File: src/scpt_pkg.sv
package scpt_pkg;

    localparam int COORD_BITS_DEF = 24;

    typedef logic [1:0] func_t;

    localparam func_t FUNC_RECT_RECT = 2'd0;
    localparam func_t FUNC_CIRC_CIRC = 2'd1;
    localparam func_t FUNC_CIRC_RECT = 2'd2;

    // per-item control that rides along the pipeline
    typedef struct packed {
        func_t func;
        logic  rect_hit;
        logic  early_reject;
        logic  early_accept;
    } pair_flags_t;

endpackage

File: src/scpt_prep.sv
module scpt_prep
    import scpt_pkg::*;
#(
    parameter int COORD_BITS = COORD_BITS_DEF
) (
    input  logic                  aclk,
    input  logic                  load,
    input  func_t                 func,
    input  logic [COORD_BITS-1:0] ax,
    input  logic [COORD_BITS-1:0] ay,
    input  logic [COORD_BITS-2:0] aw,
    input  logic [COORD_BITS-2:0] ah,
    input  logic [COORD_BITS-1:0] bx,
    input  logic [COORD_BITS-1:0] by,
    input  logic [COORD_BITS-2:0] bw,
    input  logic [COORD_BITS-2:0] bh,
    output pair_flags_t           flags_reg,
    output logic [COORD_BITS:0]   dx_reg,
    output logic [COORD_BITS:0]   dy_reg,
    output logic [COORD_BITS-1:0] rad_reg,
    output logic [COORD_BITS-2:0] w_reg,
    output logic [COORD_BITS-2:0] h_reg,
    output logic [COORD_BITS:0]   wr_reg,
    output logic [COORD_BITS:0]   hr_reg
);

    localparam int CW = COORD_BITS;

    logic signed [CW:0] ax_e, ay_e, bx_e, by_e;
    logic signed [CW:0] aw_e, ah_e, bw_e, bh_e;
    logic               rect_hit;
    pair_flags_t        flags_next;
    logic [CW-1:0]      rad_next;

    assign ax_e = $signed({ax[CW-1], ax});
    assign ay_e = $signed({ay[CW-1], ay});
    assign bx_e = $signed({bx[CW-1], bx});
    assign by_e = $signed({by[CW-1], by});
    assign aw_e = $signed({2'b00, aw});
    assign ah_e = $signed({2'b00, ah});
    assign bw_e = $signed({2'b00, bw});
    assign bh_e = $signed({2'b00, bh});

    // strict box overlap, positions are minimum corners
    assign rect_hit = (ax_e < bx_e + bw_e) && (ax_e + aw_e > bx_e)
                   && (ay_e < by_e + bh_e) && (ay_e + ah_e > by_e);

    // radius sum for two circles, doubled radius against a box
    assign rad_next = (func == FUNC_CIRC_CIRC) ? ({1'b0, aw} + {1'b0, bw}) : {aw, 1'b0};

    always_comb begin
        flags_next              = '0;
        flags_next.func         = func;
        flags_next.rect_hit     = rect_hit;
    end

    always_ff @(posedge aclk) begin
        if (load) begin
            flags_reg <= flags_next;
            dx_reg    <= ax_e - bx_e;
            dy_reg    <= ay_e - by_e;
            rad_reg   <= rad_next;
            w_reg     <= bw;
            h_reg     <= bh;
            wr_reg    <= {2'b00, bw} + {1'b0, aw, 1'b0};
            hr_reg    <= {2'b00, bh} + {1'b0, aw, 1'b0};
        end
    end

endmodule

File: config.mk
export PLATFORM = sky130hd
export DESIGN_NAME = scpt_prep
export DESIGN_NICKNAME = d
export VERILOG_FILES = /design/src/scpt_pkg.sv /design/src/scpt_prep.sv
export SDC_FILE = /design/constraint.sdc
export NUM_CORES = 1
export LEC_CHECK = 0
export BUFFER_PORTS_ARGS = -buffer_cell sky130_fd_sc_hd__buf_4
export CAP_MARGIN = 20
export CORE_MARGIN = 4
export CORE_UTILIZATION = 50
export DETAILED_ROUTE_END_ITERATION = 10
export PLACE_DENSITY = 0.85
export SLEW_MARGIN = 20
export SYNTH_ARGS = -nofsm -noshare
export SYNTH_HDL_FRONTEND = slang
export SYNTH_SLANG_ARGS = --single-unit
export TNS_END_PERCENT = 50
File: constraint.sdc
create_clock -name aclk -period 6 [get_ports aclk]
set_clock_uncertainty 0.2 [all_clocks]
set_input_delay 1.2 -clock aclk [delete_from_list [all_inputs] [get_ports aclk]]
set_output_delay 1.2 -clock aclk [all_outputs]
set_load 0.02 [all_outputs]
==> metrics.txt <==
Ys Warns 0; row cnt 67; setup violators final 0; share of layout cells above drive strength 1 19.8%; worst slack, placed 0.110 ns; GRT Util Overall 27.8%; Post-synth top cells ha_1, edfxtp_1, a21oi_1, inv_1, nor2_1; status finished, final reports clean; antenna-violating nets left 0; setup bufs post-CTS 0; Fin Setup TNS 0 ns; met1 Usage GRT 35.2%; GR Layer Usage met2 48.3%; iteration-0 DRC count of the detailed router 997; Main synth FF type edfxtp_1; Sequential Power Share 32.8%; Data arrival, critical path 5.59 ns; clock slew seen by the registers of the worst setup and hold paths 0.08 ns; combinational group share of total power 44.3%; die height 192 um; Max rail drop VDD 0.208 mV; # DRC 0; Cell Area, Synth 16900 um2; Rel. slew slack 40.5%; CP Launch Type input port; ant diodes 0; P per Cell Area 228 nW/um2; area leader, netlist edfxtp_1; routed via count 15400; port bufs 364; fraction of registers with async set/reset 0%; hold_ws 0.714 ns; core footprint 33400 um2; Worst Hold End flags_reg[4]$_DFFE_PP_; hpwl dp 43500 um; Mean Syn Cell Area 9.47 um2; HP Class in2reg; CTS buffer count 17; top cell type's share of synthesized area 30.3%; Layout area overhead 22.6%; Detailed Route WL 52200 um; Leak 9.75 nW; vias in the first global route 15500; fin. max-slew vios 0; Longest Clk Path Bufs 2; count leader, synth ha_1; GP Congestion 0.964; PnR worst setup slack 0.522 ns; Max Cap Viol 0; switching power 1.77 mW; number of synthesized flops with an enable pin 171; GRT overflow 0; worst hold path startpoint func[1]; initial core utilization 50.6%; CP Class in2reg; internal cell power 2.97 mW; post_cts resized 0; Die ar. 36900 um2; Total Power 4.74 mW; Via density 5.88; pin count of the biggest net entering global routing 91; GRT busiest layer met2; CTS H-tree depth 4; Yosys reg bits 171; hold buffer count at cts 0; Unique masters post-synth 69; Clock Power Share 22.9%; Synth area leaders edfxtp_1, ha_1, xnor2_1; crit path time final 5.48 ns; cell area after layout 20800 um2; # clock sinks 171; worst slew pin tran 0.893 ns; Sw Ratio 37.4%; Final period util 91.3%; CP Max Fanout 5; Worst Path Required 6.11 ns; Worst Setup End Kind flop; first-pass GRT wire length 80600 um; routed len/inst 19.9 um; drt pass-1 iters 5; Syn Inst Count 1787; # IOs 367; CTS tree yes; register area share after synthesis 30.3%; nets 2668; Worst Hold Depth 1; CTS root buf clkbuf_16; RSZ-0062 raised after global routing no; DP Area 20200 um2; Global Route met3 Usage 4.96%; initial antenna violation count 0; fmax 183 MHz; die width 192 um; Fin. Hold Viols 0
[area by class of cell]
type,instances,area (um2)
Clock buffer,18,429
Clock inverter,14,130
Fill cell,2678,12700
Inverter,115,432
Multi-Input combinational cell,1489,11300
Sequential cell,171,5130
Tap cell,448,561
Timing Repair Buffer,368,2770
[worst max-delay path, stage by stage]
cell and delay [ns]:
buf_4 0.13, ha_1 0.17, inv_1 0.06, fa_1 0.40
nor2b_1 0.12, o21ai_0 0.10, a21boi_0 0.29, o21a_1 0.16
o21ai_0 0.12, a31oi_1 0.30, a21oi_1 0.20, o311ai_0 0.39
o211ai_1 0.17, xnor2_1 0.16, ha_1 0.30, nand4_1 0.12
nor4_1 0.39, o31ai_1 0.14, o211ai_1 0.12, o32ai_1 0.10
a211o_1 0.31, a31oi_1 0.15
[power groups by stage]
| stage | Sequential [mW] | Combinational, mW | Clock [mW] |
|---|---|---|---|
| 6_report | 1.56 | 2.10 | 1.09 |
| 5_1_grt | 1.57 | 2.30 | 1.16 |
| 4_1_cts | 1.56 | 2.09 | 1.10 |
| 3_5_place_dp | 1.58 | 2.07 | 0 |
| 3_3_place_gp | 1.58 | 2.02 | 0 |
| 2_1_floorplan | 1.78 | 1.15 | 0 |
[routing by layer]
metal / up-vias / routed length, um
met2: 585 / 25100
met3: 97 / 3800
met5: - / 0
met4: 0 / 1680
met1: 7287 / 21600
li1: 7458 / -
[placed cells by master, fill, tap and decap left out, types with 15 or more instances in the layout]
cell	count
nand2_1	114
o21ai_0	96
clkbuf_16	17
o211ai_1	24
a31oi_1	19
inv_1	115
nand4_1	24
buf_4	367
a21oi_1	156
and3_1	16
xnor2_1	111
o21ai_1	15
nand2b_1	33
ha_1	305
nor3_1	34
a21o_1	97
nor2b_1	35
nand3_1	34
xor2_1	53
nor2_1	115
o21a_1	38
edfxtp_1	171
[kinds of logic (layout without fill, tap and decap cells)]
kind of cell | after synthesis | count (layout) | synth area share (%)
simple gates | 446 | 446 | 12.7
flops | 171 | 171 | 30.3
fa+ha+maj | 314 | 314 | 23.6
compound gates | 562 | 562 | 21.9
xor+xnor | 164 | 164 | 8.48
mux | 1 | 1 | 0.0591
buf+inv | 128 | 515 | 2.93
other cells | 1 | 2 | 0.0222
[worst max path at each step]
stage | startpoint | end | slack (ns)
CTS | aw[0] | flags_reg[2]$_DFFE_PP_ | 0.56
floorplan | ax[0] | flags_reg[2]$_DFFE_PP_ | 0.89
global placement | aw[0] | flags_reg[2]$_DFFE_PP_ | 0.30
finish | aw[0] | flags_reg[2]$_DFFE_PP_ | 0.52
detailed placement | aw[0] | flags_reg[2]$_DFFE_PP_ | 0.11
global route | aw[0] | flags_reg[2]$_DFFE_PP_ | 0.23
[through the flow]
| step | std cells | utilization (%) |
|---|---|---|
| after floorplan | 1788 | - |
| after global placement | 2591 | 60.4 |
| after detailed placement | 2591 | 60.4 |
| after CTS | 2623 | 62.1 |
| after global routing | 2623 | 62.1 |
| final | 2623 | 62.1 |
Power figures use the tool's default switching activity.
